## src/hdl/glass_tile_source_coordinate_defines.svh

```systemverilog
// Assertion macros for the glass tile source coordinate block.
// Expects clk and rst_n in the scope of every use.
`ifndef GLASS_TILE_SOURCE_COORDINATE_DEFINES_SVH
`define GLASS_TILE_SOURCE_COORDINATE_DEFINES_SVH

// Same-cycle implication, disabled during reset.
`define GTSC_ASSERT_IMPLY(label, ante, cons, msg) \
    label: assert property (@(posedge clk) disable iff (!rst_n) (ante) |-> (cons)) \
        else $error(msg);

// Next-cycle implication, disabled during reset.
`define GTSC_ASSERT_NEXT(label, ante, cons, msg) \
    label: assert property (@(posedge clk) disable iff (!rst_n) (ante) |=> (cons)) \
        else $error(msg);

`endif

```

## src/hdl/gtsc_pkg.sv

```systemverilog
// Package for the glass tile source coordinate block.
// Register codes, reset values, configuration struct and the remainder step.
`default_nettype none

package gtsc_pkg;

    localparam int COORD_WIDTH_DEFAULT = 14;
    localparam int TILE_W              = 9;
    localparam int IMG_W               = 15;
    localparam int CFG_INDEX_W         = 4;
    localparam int CFG_DATA_W          = 16;

    localparam logic [CFG_INDEX_W-1:0] CFG_GLASS_W      = CFG_INDEX_W'(0);
    localparam logic [CFG_INDEX_W-1:0] CFG_GLASS_H      = CFG_INDEX_W'(1);
    localparam logic [CFG_INDEX_W-1:0] CFG_IMAGE_WIDTH  = CFG_INDEX_W'(2);
    localparam logic [CFG_INDEX_W-1:0] CFG_IMAGE_HEIGHT = CFG_INDEX_W'(3);

    localparam logic [TILE_W-1:0] GLASS_W_RESET      = TILE_W'(25);
    localparam logic [TILE_W-1:0] GLASS_H_RESET      = TILE_W'(25);
    localparam logic [IMG_W-1:0]  IMAGE_WIDTH_RESET  = IMG_W'(1024);
    localparam logic [IMG_W-1:0]  IMAGE_HEIGHT_RESET = IMG_W'(1024);

    typedef struct packed {
        logic [TILE_W-1:0] glass_w;
        logic [TILE_W-1:0] glass_h;
        logic [IMG_W-1:0]  image_width;
        logic [IMG_W-1:0]  image_height;
    } cfg_t;

    // One restoring step: shift in the next dividend bit, subtract if it fits.
    // Requires rem < size on entry; the result is again below size.
    function automatic logic [TILE_W-1:0] rem_step(
        input logic [TILE_W-1:0] rem,
        input logic              bit_in,
        input logic [TILE_W-1:0] size
    );
        logic [TILE_W:0] t;
        logic [TILE_W:0] d;
        t = {rem, bit_in};
        d = t - {1'b0, size};
        return (t >= {1'b0, size}) ? d[TILE_W-1:0] : t[TILE_W-1:0];
    endfunction

endpackage

`default_nettype wire

```

## src/hdl/gtsc_channels.sv

```systemverilog
// Channel interfaces: pixel coordinate in, source coordinate out, register writes.
// Depends on gtsc_pkg.
`default_nettype none

interface gtsc_pixel_if
    import gtsc_pkg::*;
#(
    parameter int COORD_WIDTH = COORD_WIDTH_DEFAULT
) ();
    logic                   valid;
    logic                   ready;
    logic [COORD_WIDTH-1:0] pixel_x;
    logic [COORD_WIDTH-1:0] pixel_y;

    modport source (output valid, output pixel_x, output pixel_y, input ready);
    modport sink (input valid, input pixel_x, input pixel_y, output ready);
endinterface

interface gtsc_source_if
    import gtsc_pkg::*;
#(
    parameter int COORD_WIDTH = COORD_WIDTH_DEFAULT
) ();
    logic                   valid;
    logic                   ready;
    logic [COORD_WIDTH-1:0] source_x;
    logic [COORD_WIDTH-1:0] source_y;

    modport source (output valid, output source_x, output source_y, input ready);
    modport sink (input valid, input source_x, input source_y, output ready);
endinterface

interface gtsc_cfg_if
    import gtsc_pkg::*;
();
    logic                   valid;
    logic                   ready;
    logic [CFG_INDEX_W-1:0] index;
    logic [CFG_DATA_W-1:0]  data;

    modport source (output valid, output index, output data, input ready);
    modport sink (input valid, input index, input data, output ready);
endinterface

`default_nettype wire

```

## src/hdl/gtsc_rem_pipe.sv

```systemverilog
// Pipelined restoring remainder: coordinate modulo tile size for both axes,
// one dividend bit per stage. Depends on gtsc_pkg and the assertion macros.
`default_nettype none
`include "glass_tile_source_coordinate_defines.svh"

module gtsc_rem_pipe
    import gtsc_pkg::*;
#(
    parameter int COORD_WIDTH = COORD_WIDTH_DEFAULT
) (
    input  logic                   clk,
    input  logic                   rst_n,
    input  cfg_t                   cfg,
    input  logic                   in_valid,
    output logic                   in_ready,
    input  logic [COORD_WIDTH-1:0] in_x,
    input  logic [COORD_WIDTH-1:0] in_y,
    output logic                   out_valid,
    input  logic                   out_ready,
    output logic [COORD_WIDTH-1:0] out_x,
    output logic [COORD_WIDTH-1:0] out_y,
    output logic [TILE_W-1:0]      out_rem_x,
    output logic [TILE_W-1:0]      out_rem_y
);

    localparam int N = COORD_WIDTH;

    logic                   valid_reg [N];
    logic [N-1:0]           x_reg     [N];
    logic [N-1:0]           y_reg     [N];
    logic [TILE_W-1:0]      rx_reg    [N];
    logic [TILE_W-1:0]      ry_reg    [N];
    logic                   stage_ready [N];

    genvar k;
    generate
        for (k = 0; k < N; k++)
        begin : g_stage
            logic              prev_valid;
            logic [N-1:0]      prev_x;
            logic [N-1:0]      prev_y;
            logic [TILE_W-1:0] prev_rx;
            logic [TILE_W-1:0] prev_ry;
            logic              next_ready;

            if (k == 0)
            begin : g_first
                assign prev_valid = in_valid;
                assign prev_x     = in_x;
                assign prev_y     = in_y;
                assign prev_rx    = '0;
                assign prev_ry    = '0;
            end
            else
            begin : g_rest
                assign prev_valid = valid_reg[k-1];
                assign prev_x     = x_reg[k-1];
                assign prev_y     = y_reg[k-1];
                assign prev_rx    = rx_reg[k-1];
                assign prev_ry    = ry_reg[k-1];
            end

            if (k == N - 1)
            begin : g_last
                assign next_ready = out_ready;
            end
            else
            begin : g_mid
                assign next_ready = stage_ready[k+1];
            end

            assign stage_ready[k] = !valid_reg[k] || next_ready;

            always_ff @(posedge clk or negedge rst_n)
            begin
                if (!rst_n)
                begin
                    valid_reg[k] <= 1'b0;
                end
                else if (stage_ready[k])
                begin
                    valid_reg[k] <= prev_valid;
                end
            end

            always_ff @(posedge clk)
            begin
                if (stage_ready[k] && prev_valid)
                begin
                    x_reg[k]  <= prev_x;
                    y_reg[k]  <= prev_y;
                    rx_reg[k] <= rem_step(prev_rx, prev_x[N-1-k], cfg.glass_w);
                    ry_reg[k] <= rem_step(prev_ry, prev_y[N-1-k], cfg.glass_h);
                end
            end
        end
    endgenerate

    assign in_ready  = stage_ready[0];
    assign out_valid = valid_reg[N-1];
    assign out_x     = x_reg[N-1];
    assign out_y     = y_reg[N-1];
    assign out_rem_x = rx_reg[N-1];
    assign out_rem_y = ry_reg[N-1];

    `GTSC_ASSERT_IMPLY(a_rem_x_below_tile, valid_reg[N-1] && (cfg.glass_w != '0),
        rx_reg[N-1] < cfg.glass_w, "x remainder not below tile width")
    `GTSC_ASSERT_IMPLY(a_rem_y_below_tile, valid_reg[N-1] && (cfg.glass_h != '0),
        ry_reg[N-1] < cfg.glass_h, "y remainder not below tile height")
    `GTSC_ASSERT_NEXT(a_last_stage_holds, valid_reg[N-1] && !out_ready,
        valid_reg[N-1] && $stable(rx_reg[N-1]) && $stable(x_reg[N-1]),
        "last remainder stage lost its item under stall")

endmodule

`default_nettype wire

```

## src/hdl/gtsc_axis_map.sv

```systemverilog
// Distortion and bound stages: source coordinate from remainder, then the
// image bound rules and field saturation. Depends on gtsc_pkg and the macros.
`default_nettype none
`include "glass_tile_source_coordinate_defines.svh"

module gtsc_axis_map
    import gtsc_pkg::*;
#(
    parameter int COORD_WIDTH = COORD_WIDTH_DEFAULT
) (
    input  logic                   clk,
    input  logic                   rst_n,
    input  cfg_t                   cfg,
    input  logic                   in_valid,
    output logic                   in_ready,
    input  logic [COORD_WIDTH-1:0] in_x,
    input  logic [COORD_WIDTH-1:0] in_y,
    input  logic [TILE_W-1:0]      in_rem_x,
    input  logic [TILE_W-1:0]      in_rem_y,
    output logic                   out_valid,
    input  logic                   out_ready,
    output logic [COORD_WIDTH-1:0] out_x,
    output logic [COORD_WIDTH-1:0] out_y
);

    localparam int W  = COORD_WIDTH;
    localparam int SW = COORD_WIDTH + 3;
    localparam int CW = (SW > IMG_W + 1) ? SW : IMG_W + 1;

    // pos + off, less size when the offset wraps to the next centre
    function automatic logic signed [SW-1:0] distort(
        input logic [W-1:0]      pos,
        input logic [TILE_W-1:0] rem,
        input logic [TILE_W-1:0] size
    );
        logic wrap;
        wrap = rem >= (size >> 1);
        if (size == '0)
        begin
            return $signed(SW'(pos));
        end
        return $signed(SW'(pos) + SW'(rem) - (wrap ? SW'(size) : SW'(0)));
    endfunction

    function automatic logic [W-1:0] clamp_field(input logic signed [CW-1:0] v);
        logic signed [CW-1:0] max_c;
        max_c = $signed(CW'({W{1'b1}}));
        if (v < $signed(CW'(0)))
        begin
            return '0;
        end
        if (v > max_c)
        begin
            return {W{1'b1}};
        end
        return v[W-1:0];
    endfunction

    logic                 va_reg;
    logic [W-1:0]         pxa_reg;
    logic signed [SW-1:0] sxa_reg;
    logic signed [SW-1:0] sya_reg;
    logic                 vb_reg;
    logic [W-1:0]         out_x_reg;
    logic [W-1:0]         out_y_reg;
    logic                 ready_a;
    logic                 ready_b;

    logic signed [CW-1:0] sx_c;
    logic signed [CW-1:0] sy_c;
    logic signed [CW-1:0] iw_c;
    logic signed [CW-1:0] ih_c;
    logic signed [CW-1:0] xs;
    logic signed [CW-1:0] ys;
    logic [W-1:0]         out_x_next;
    logic [W-1:0]         out_y_next;

    assign ready_b  = !vb_reg || out_ready;
    assign ready_a  = !va_reg || ready_b;
    assign in_ready = ready_a;

    always_ff @(posedge clk or negedge rst_n)
    begin
        if (!rst_n)
        begin
            va_reg <= 1'b0;
            vb_reg <= 1'b0;
        end
        else
        begin
            if (ready_a)
            begin
                va_reg <= in_valid;
            end
            if (ready_b)
            begin
                vb_reg <= va_reg;
            end
        end
    end

    always_ff @(posedge clk)
    begin
        if (ready_a && in_valid)
        begin
            pxa_reg <= in_x;
            sxa_reg <= distort(in_x, in_rem_x, cfg.glass_w);
            sya_reg <= distort(in_y, in_rem_y, cfg.glass_h);
        end
        if (ready_b && va_reg)
        begin
            out_x_reg <= out_x_next;
            out_y_reg <= out_y_next;
        end
    end

    always_comb
    begin
        sx_c = CW'(sxa_reg);
        sy_c = CW'(sya_reg);
        iw_c = $signed(CW'(cfg.image_width));
        ih_c = $signed(CW'(cfg.image_height));
        xs   = (sx_c >= iw_c) ? $signed(CW'(pxa_reg)) : sx_c;
        ys   = (sy_c >= ih_c) ? ih_c - $signed(CW'(1)) : sy_c;
        out_x_next = clamp_field(xs);
        out_y_next = clamp_field(ys);
    end

    assign out_valid = vb_reg;
    assign out_x     = out_x_reg;
    assign out_y     = out_y_reg;

    `GTSC_ASSERT_IMPLY(a_row_inside_image, vb_reg && (cfg.image_height != '0),
        CW'(out_y_reg) < CW'(cfg.image_height), "source row outside image")
    `GTSC_ASSERT_IMPLY(a_flat_x_passes, va_reg && (cfg.glass_w == '0),
        sxa_reg == $signed(SW'(pxa_reg)), "zero tile width changed x")
    `GTSC_ASSERT_NEXT(a_stage_a_holds, va_reg && !ready_b,
        va_reg && $stable(sxa_reg) && $stable(sya_reg), "stage A lost its item under stall")

endmodule

`default_nettype wire

```

## src/hdl/glass_tile_source_coordinate.sv

```systemverilog
// Glass tile source coordinate: maps each output pixel (pixel_x, pixel_y) to
// the source pixel that a glass tile distortion copies. One transfer is taken
// per cycle with no gaps while the output does not stall; a result passes the
// COORD_WIDTH-stage restoring remainder pipeline, then one distortion stage
// and one bound stage, each of them registered.
// Output stalls hold the pipeline without loss.
// Registers are written through cfg (always ready): index 0 tile width,
// 1 tile height, 2 image width, 3 image height; other indexes are ignored.
// Write them only while no transfer is in flight.
`default_nettype none

module glass_tile_source_coordinate
    import gtsc_pkg::*;
#(
    parameter int COORD_WIDTH = COORD_WIDTH_DEFAULT
) (
    input  logic           clk,
    input  logic           rst_n,
    gtsc_pixel_if.sink     pixel,
    gtsc_source_if.source  source,
    gtsc_cfg_if.sink       cfg
);

    cfg_t cfg_reg;
    cfg_t cfg_next;

    logic                   rem_valid;
    logic                   rem_ready;
    logic [COORD_WIDTH-1:0] rem_x;
    logic [COORD_WIDTH-1:0] rem_y;
    logic [TILE_W-1:0]      rem_off_x;
    logic [TILE_W-1:0]      rem_off_y;

    assign cfg.ready = 1'b1;

    always_comb
    begin
        cfg_next = cfg_reg;
        if (cfg.valid)
        begin
            unique case (cfg.index)
                CFG_GLASS_W:      cfg_next.glass_w      = cfg.data[TILE_W-1:0];
                CFG_GLASS_H:      cfg_next.glass_h      = cfg.data[TILE_W-1:0];
                CFG_IMAGE_WIDTH:  cfg_next.image_width  = cfg.data[IMG_W-1:0];
                CFG_IMAGE_HEIGHT: cfg_next.image_height = cfg.data[IMG_W-1:0];
                default:          cfg_next = cfg_reg;
            endcase
        end
    end

    always_ff @(posedge clk or negedge rst_n)
    begin
        if (!rst_n)
        begin
            cfg_reg.glass_w      <= GLASS_W_RESET;
            cfg_reg.glass_h      <= GLASS_H_RESET;
            cfg_reg.image_width  <= IMAGE_WIDTH_RESET;
            cfg_reg.image_height <= IMAGE_HEIGHT_RESET;
        end
        else
        begin
            cfg_reg <= cfg_next;
        end
    end

    gtsc_rem_pipe #(
        .COORD_WIDTH (COORD_WIDTH)
    ) u_rem_pipe (
        .clk       (clk),
        .rst_n     (rst_n),
        .cfg       (cfg_reg),
        .in_valid  (pixel.valid),
        .in_ready  (pixel.ready),
        .in_x      (pixel.pixel_x),
        .in_y      (pixel.pixel_y),
        .out_valid (rem_valid),
        .out_ready (rem_ready),
        .out_x     (rem_x),
        .out_y     (rem_y),
        .out_rem_x (rem_off_x),
        .out_rem_y (rem_off_y)
    );

    gtsc_axis_map #(
        .COORD_WIDTH (COORD_WIDTH)
    ) u_axis_map (
        .clk       (clk),
        .rst_n     (rst_n),
        .cfg       (cfg_reg),
        .in_valid  (rem_valid),
        .in_ready  (rem_ready),
        .in_x      (rem_x),
        .in_y      (rem_y),
        .in_rem_x  (rem_off_x),
        .in_rem_y  (rem_off_y),
        .out_valid (source.valid),
        .out_ready (source.ready),
        .out_x     (source.source_x),
        .out_y     (source.source_y)
    );

endmodule

`default_nettype wire

```

## src/flat_wrapper.sv

```systemverilog
// flat-port wrapper written by rule: the top's interface ports become plain ports
module glass_tile_source_coordinate_flat import gtsc_pkg::*;
#(
    parameter int COORD_WIDTH = COORD_WIDTH_DEFAULT
)
  (clk, rst_n, pixel_valid, pixel_pixel_x, pixel_pixel_y, pixel_ready, source_valid, source_source_x, source_source_y, source_ready, cfg_valid, cfg_index, cfg_data, cfg_ready);
  gtsc_pixel_if #(.COORD_WIDTH(COORD_WIDTH)) pixel_i ();
  gtsc_source_if #(.COORD_WIDTH(COORD_WIDTH)) source_i ();
  gtsc_cfg_if cfg_i ();
  input  logic clk;
  input  logic rst_n;
  input wire logic [$bits(pixel_i.valid)-1:0] pixel_valid;
  input wire logic [$bits(pixel_i.pixel_x)-1:0] pixel_pixel_x;
  input wire logic [$bits(pixel_i.pixel_y)-1:0] pixel_pixel_y;
  output wire logic [$bits(pixel_i.ready)-1:0] pixel_ready;
  output wire logic [$bits(source_i.valid)-1:0] source_valid;
  output wire logic [$bits(source_i.source_x)-1:0] source_source_x;
  output wire logic [$bits(source_i.source_y)-1:0] source_source_y;
  input wire logic [$bits(source_i.ready)-1:0] source_ready;
  input wire logic [$bits(cfg_i.valid)-1:0] cfg_valid;
  input wire logic [$bits(cfg_i.index)-1:0] cfg_index;
  input wire logic [$bits(cfg_i.data)-1:0] cfg_data;
  output wire logic [$bits(cfg_i.ready)-1:0] cfg_ready;
  assign pixel_i.valid = pixel_valid;
  assign pixel_i.pixel_x = pixel_pixel_x;
  assign pixel_i.pixel_y = pixel_pixel_y;
  assign pixel_ready = pixel_i.ready;
  assign source_valid = source_i.valid;
  assign source_source_x = source_i.source_x;
  assign source_source_y = source_i.source_y;
  assign source_i.ready = source_ready;
  assign cfg_i.valid = cfg_valid;
  assign cfg_i.index = cfg_index;
  assign cfg_i.data = cfg_data;
  assign cfg_ready = cfg_i.ready;
  glass_tile_source_coordinate #(.COORD_WIDTH(COORD_WIDTH)) u_core (.clk(clk), .rst_n(rst_n), .pixel(pixel_i), .source(source_i), .cfg(cfg_i));
endmodule
```

## config.mk

```make
export PLATFORM = sky130hd
export DESIGN_NAME = glass_tile_source_coordinate_flat
export DESIGN_NICKNAME = d
export VERILOG_FILES = /design/src/hdl/gtsc_pkg.sv /design/src/hdl/gtsc_channels.sv /design/src/hdl/gtsc_rem_pipe.sv /design/src/hdl/gtsc_axis_map.sv /design/src/hdl/glass_tile_source_coordinate.sv /design/src/flat_wrapper.sv
export VERILOG_INCLUDE_DIRS = /design/src /design/src/hdl
export SDC_FILE = /design/constraint.sdc
export NUM_CORES = 1
export LEC_CHECK = 0
export ABC_AREA = 1
export ABC_CLOCK_PERIOD_IN_PS = 7870
export BUFFER_PORTS_ARGS = -buffer_cell sky130_fd_sc_hd__clkbuf_2
export CORE_MARGIN = 10
export CORE_UTILIZATION = 55
export DETAILED_ROUTE_END_ITERATION = 10
export PLACE_DENSITY = 0.77
export SETUP_SLACK_MARGIN = 0.5
export SLEW_MARGIN = 30
export SYNTH_ARGS = -nofsm -noshare
export SYNTH_HDL_FRONTEND = slang
export SYNTH_HIERARCHICAL = 1
export SYNTH_SLANG_ARGS = --single-unit
```

## constraint.sdc

```tcl
create_clock -name clk -period 7.87 [get_ports clk]
set_input_delay 0.3935 -clock clk [delete_from_list [all_inputs] [get_ports clk]]
set_output_delay 0.3935 -clock clk [all_outputs]
set_load 0.01 [all_outputs]
```

# Word level (Yosys, flattened, before mapping)
# Memory sizes are Yosys's and may differ from the RTL's.
# Cells that the tools add are included.
[totals]
out_inout_bits = 31
input_bits = 53
mem_count = 4
mem_bits_rw = 644
register_bits = 140
[memory_table]
columns = ["name", "depth", "word_bits", "rd", "rd_clocked_by_memory_dff", "wr", "line_no", "text"]
rows = [
  ["u_core.u_rem_pipe.x_reg", 14, 14, 14, 0, 14, "gtsc_rem_pipe.sv:29", "logic [N-1:0] x_reg [N];"],
  ["u_core.u_rem_pipe.y_reg", 14, 14, 14, 0, 14, "gtsc_rem_pipe.sv:30", "logic [N-1:0] y_reg [N];"],
  ["u_core.u_rem_pipe.rx_reg", 14, 9, 14, 0, 14, "gtsc_rem_pipe.sv:31", "logic [TILE_W-1:0] rx_reg [N];"],
  ["u_core.u_rem_pipe.ry_reg", 14, 9, 14, 0, 14, "gtsc_rem_pipe.sv:32", "logic [TILE_W-1:0] ry_reg [N];"],
]
[op_classes]
muxes = 82
eq_ne = 3
magnitude_cmp = 36
addsub = 33
reduce_logical = 55
[ops]
columns = ["op", "n"]
rows = [
  ["$mux W9", 30],
  ["$ge A10 B9 Y1", 26],
  ["$sub A9 B9 Y9", 26],
  ["$mux W14", 8],
  ["$mux W17", 6],
  ["$mux W1", 38],
  ["$ge A17 B16 Y1", 2],
  ["$gt A17 B15 Y1 const B", 2],
  ["$lt A17 B1 Y1 const B", 2],
  ["$sub A15 B9 Y16", 2],
  ["$add A14 B9 Y15", 2],
  ["$ge A1 B9 Y1", 2],
  ["$ge A9 B8 Y1", 2],
  ["$logic_not A9 Y1", 2],
  ["$sub A1 B9 Y9", 2],
  ["$logic_and A1 B1 Y1", 16],
  ["$logic_not A1 Y1", 16],
  ["$logic_or A1 B1 Y1", 16],
  ["$sub A15 B1 Y16 const B", 1],
  ["$eq A4 B2 Y1 const B", 2],
  ["$reduce_and A2 Y1", 4],
  ["$eq A4 B1 Y1 const B", 1],
  ["$logic_not A4 Y1", 1],
]

# Longest topological paths before layout
[depth]
depth_word = 20
depth_mapped = 27
mapped_depth_nobuf = 27

# Cells and area by module
# The synthesis kept the hierarchy.
[by_module_without_submodules]
columns = ["module", "n_inst", "seq_area_each_um2", "cells_each", "area_each_um2"]
rows = [
  ["gtsc_rem_pipe", 1, 19688.9, 2738, 33215.6],
  ["gtsc_axis_map", 1, 2332.2, 985, 7453.4],
  ["glass_tile_source_coordinate", 1, 1211.2, 222, 2070.7],
]

# Worst setup path after synthesis
# Ideal clock, no wire load.
[synth_path]
path_type = "register to register"
startpoint = "register u_core/cfg_reg[31] (netlist name)"
endpoint = "register u_core.u_axis_map.sya_reg[10], in the netlist u_core/u_axis_map/sy_c[10] (data pin)"
setup_ns = 0.265
slack_ns = 3.882
period_less_slack_ns = 3.988
stages_incl_launch_ff = 23
arrival_ns = 3.723
required_ns = 7.605
path_buffers = 0
cell_sequence = "dfrtp_1 -> ha_1 -> nand3_1 -> o211ai_1 -> nand3_1 -> nand2_1 -> nand3_1 -> nand2_1 -> nand2_1 -> nand2_1 -> nand2_1 -> inv_1 -> fa_1 -> fa_1 -> inv_1 -> nand3_1 -> nand2_1 -> nand2_1 -> nand3_1 -> a31oi_1 -> or2_2 -> nand3_1 -> o21ai_0"
[synth_via]
elab_chain_len = 4
[synth_rtl]
columns = ["element", "line_no", "text"]
rows = [
  ["from (decl)", "glass_tile_source_coordinate.sv:24", "cfg_t cfg_reg;"],
  ["from (signal assigned)", "glass_tile_source_coordinate.sv:62", "cfg_reg <= cfg_next;"],
  ["$ge A9 B8 Y1 or $logic_not A9 Y1 (tied branches)", "gtsc_axis_map.sv:37, gtsc_axis_map.sv:38", ""],
  ["$mux W9 or $mux W1 (tied branches)", "gtsc_axis_map.sv:42, gtsc_axis_map.sv:38", ""],
  ["$sub A15 B9 Y16 or $mux W1 (tied branches)", "gtsc_axis_map.sv:42, gtsc_axis_map.sv:104", ""],
  ["$mux W17 *", "gtsc_axis_map.sv:42", "return $signed(SW'(pos) + SW'(rem) - (wrap ? SW'(size) : SW'(0)));"],
  ["to (signal assigned)", "gtsc_axis_map.sv:108", "sya_reg <= distort(in_y, in_rem_y, cfg.glass_h);"],
  ["to (decl)", "gtsc_axis_map.sv:62", "logic signed [SW-1:0] sya_reg;"],
]
# Every way passes the cells marked *; elsewhere a longest branch is shown, timed or not. The select of a mux whose other input is x is not followed.
# A chain may end at the register's enable or synchronous reset.

# Worst setup path after layout
[layout_path]
startpoint = "register u_core/cfg_reg[31] (netlist name)"
endpoint = "register u_core.u_axis_map.sya_reg[13], in the netlist u_core/u_axis_map/sy_c[13] (data pin)"
# Same word-level chain as after synthesis.

==> metrics.cfg <==
[status]
outcome = finished, final reports clean

[cts]
cts_max_level = 3
post_cts_buffers = 0
cts_sinks = 784
cts_tree = done
cts-root-buf = clkbuf_16
clock_path_buffers = 3
numCtsBuffers = 81
cts.clk_slew.worst_paths_ns = 0.06
postCtsHoldBufs = 32
worstSkewPairLatency_ns = 0.64
cts_resized = 0

[grt]
grt_max_degree = 65
antenna_found_initial = 0
grt_pass1_vias = 28320
grt_usage = 0.1936
grt_pass1_wl_um = 142200
grt_overflow = 0

[logic_synthesis]
synth-main-ff-cell = edfxtp_1
synth_cells = 3945
synth_nets = 4354
ys_seq_area_frac = 0.5436
synth.avg_cell_area_um2 = 10.83
synth_compound_area_frac = 0.1072
yosysWarnings = 6
synth_mux_area_frac = 0
synthAdderAreaFrac = 0.1107
synth_edf_count = 720
synth-xor-area-share = 0.03422
yosys.area_share.simple = 0.1515
netlist_area_um2 = 42740
ys_ff_latch = 784
async_flop_share = 0.08163
synth_top_family_by_area = simple AND/OR/NAND/NOR gates
ys_types = 57

[finish]
final-instance-count-excl-fill = 5206
fill_cells = 6017
finalNetCount = 4513
diodes = 0
final_util = 0.6101
stdcell_area_um2 = 47110
syn_to_final_growth_pct = 10.21
drive_above_1_share = 0.1359

[place]
io_buffers = 81
dp_slack_ns = 3.693
place_inst = 5029
place.gp.congestion = 0.9061
dp_hpwl_um = 60090
placed_area_um2 = 44180

[sta]
fin_setup_tns_ns = 0
slew_viol_final = 0
hold_ws_ns = 0.05355
rsz0062_at_grt = no
final-hold-violation-count = 0
finalCriticalPeriod_ns = 4.264
slew_headroom = 0.3152
max_freq_mhz = 234.5
finalClockSkew_ns = 0.02631
setup_viol = 0
setup_ws_ns = 3.606
worst_pin_slew_ns = 1.026
period_share = 0.5418

[critical_path]
timing.rr.end = u_core/u_axis_map/sy_c[13]
r2r-start = u_core/cfg_reg[31]
path_max_fanout = 19
setup.worst_path.end_class = flop
r2r_slack_ns = 3.61
critPathRequiredTime_ns = 8.24
start_kind = flop
worstSetupPathType = reg2reg
cpMostUsedCell = nand2_1
cp.arrival_ns = 4.64
worstPathCellList = buf_4 > ha_1 > nand3_1 > o211ai_1 > nand3_1 > nand2_1 > nand3_1 > nand2_1 > nand2_1 > nand2_1 > nand2_1 > inv_1 > fa_1 > inv_1 > ha_1 > nand2_1 > nor3_1 > nand3_1 > nand3_1 > nand2_1 > o21ai_1 > nand2_1 > nand3_1 > nand2_1
r2r_cells = 24
cpMaxStageDelayCell = fa_1
slowest_delay_ns = 0.49

[detailed_routing]
firstDrtPassIters = 5
drt_iter0_drc = 2137
num_vias = 28900
drc = 0
post_drt_wl_per_cell_um = 16.91
drtAntennaViolNets = 0
vias_per_cell = 5.551
drt_wl_total_um = 88050

[power]
peakVddDrop_mv = 0.2499
power.total_mw = 22.42
power_density_nw_per_um2 = 476.0
leakage_nw = 19.91

[die]
die_x_um = 298.8
rows = 102
dieArea_um2 = 89260
top_level_ports = 84
initial_core_util = 0.5535
die_h_um = 298.8
coreArea_um2 = 77210

[hold_path]
hold_end = u_core/cfg_reg[27]
hold_path_depth = 3
min_from = cfg_data[12]
hold_class = in2reg

[flow_run]
maxCapViolations = 0

-- critical path: cells and delay by family, from the launching register on --
kind	cells	cell delay [ns]
fa+ha+maj	3	1.18
flops	1	0.32
simple gates	16	1.65
buf+inv	3	0.56
compound gates	2	0.27
-- kinds of logic after synthesis --
family / Yosys count
DFF: 784
buffers and inverters: 527
adders and majority gates: 356
other: 1
AOI/OAI and AO/OA: 700
xor gates and xnor gates: 167
and+or+nand+nor: 1410
-- how the worst max path moves through the flow --
| stage | end | slack (ns) | depth (start not counted) | from |
|---|---|---|---|---|
| finish | u_core/u_axis_map/sy_c[13] | 3.61 | 24 | u_core/cfg_reg[31] |
| global route | u_core/u_axis_map/sy_c[13] | 3.33 | 24 | u_core/cfg_reg[31] |
| CTS | u_core/u_axis_map/sy_c[10] | 3.65 | 26 | u_core/cfg_reg[31] |
| detailed placement | u_core/u_axis_map/sy_c[10] | 3.69 | 26 | u_core/cfg_reg[31] |
| global placement | u_core/u_axis_map/sy_c[10] | 3.81 | 26 | u_core/cfg_reg[31] |
| floorplan | u_core/u_axis_map/sy_c[10] | 3.88 | 22 | u_core/cfg_reg[31] |
-- synthesized netlist by cell type, drive strengths merged (50+ instances only) --
master | n | area, um^2
nand4 | 105 | 705.7
nor2 | 358 | 1479
o21ai | 122 | 704.4
a21oi | 351 | 1937
xnor2 | 50 | 437.9
nand2 | 753 | 3162
xor2 | 117 | 1025
dfrtp | 56 | 1401
inv | 469 | 1763
a31oi | 93 | 581.8
ha | 319 | 3991
nand3 | 127 | 705.7
edfxtp | 720 | 21620
-- placed cells by master (no fill, tap or decap), types with 27 or more instances in the layout --
master	instances
a21o_1	32
a21oi_1	298
a21oi_2	49
a31oi_1	93
clkbuf_16	81
clkbuf_2	80
dfrtp_1	56
dlygate4sd3_1	32
edfxtp_1	720
fa_1	37
ha_1	319
inv_1	418
inv_2	41
nand2_1	679
nand2_2	44
nand2_4	30
nand3_1	116
nand4_1	100
nor2_1	315
nor2_2	33
nor3_1	36
o21ai_0	70
o21ai_1	27
xnor2_1	50
xor2_1	117
-- where the power goes --
part	internal [mW]	switching (mW)
logic	4.22	6.87
registers	6.73	0.831
clock network	2.16	1.62
total	13.1	9.32
-- cell type report --
cell class                      instances  area, um^2  share of cell area
Sequential cell                       784       23230              0.4932
Inverter                              473        1785             0.03790
Timing Repair Buffer                  130       853.3             0.01812
Clock buffer                           94        2096             0.04449
Clock inverter                         51       509.2             0.01081
Multi-Input combinational cell       2634       17330              0.3679
Tap cell                             1040        1301             0.02762
-- per-layer routing --
| layer | part of all wire | global-route usage | vias up |
|---|---|---|---|
| met5 | 0 | 0 | - |
| met4 | 0.027 | 0.06049 | 0 |
| met3 | 0.060 | 0.03239 | 177 |
| met2 | 0.48 | 0.3313 | 857 |
| met1 | 0.43 | 0.2496 | 13740 |
| li1 | - | - | 14120 |
(Power assumes the default switching activity.)
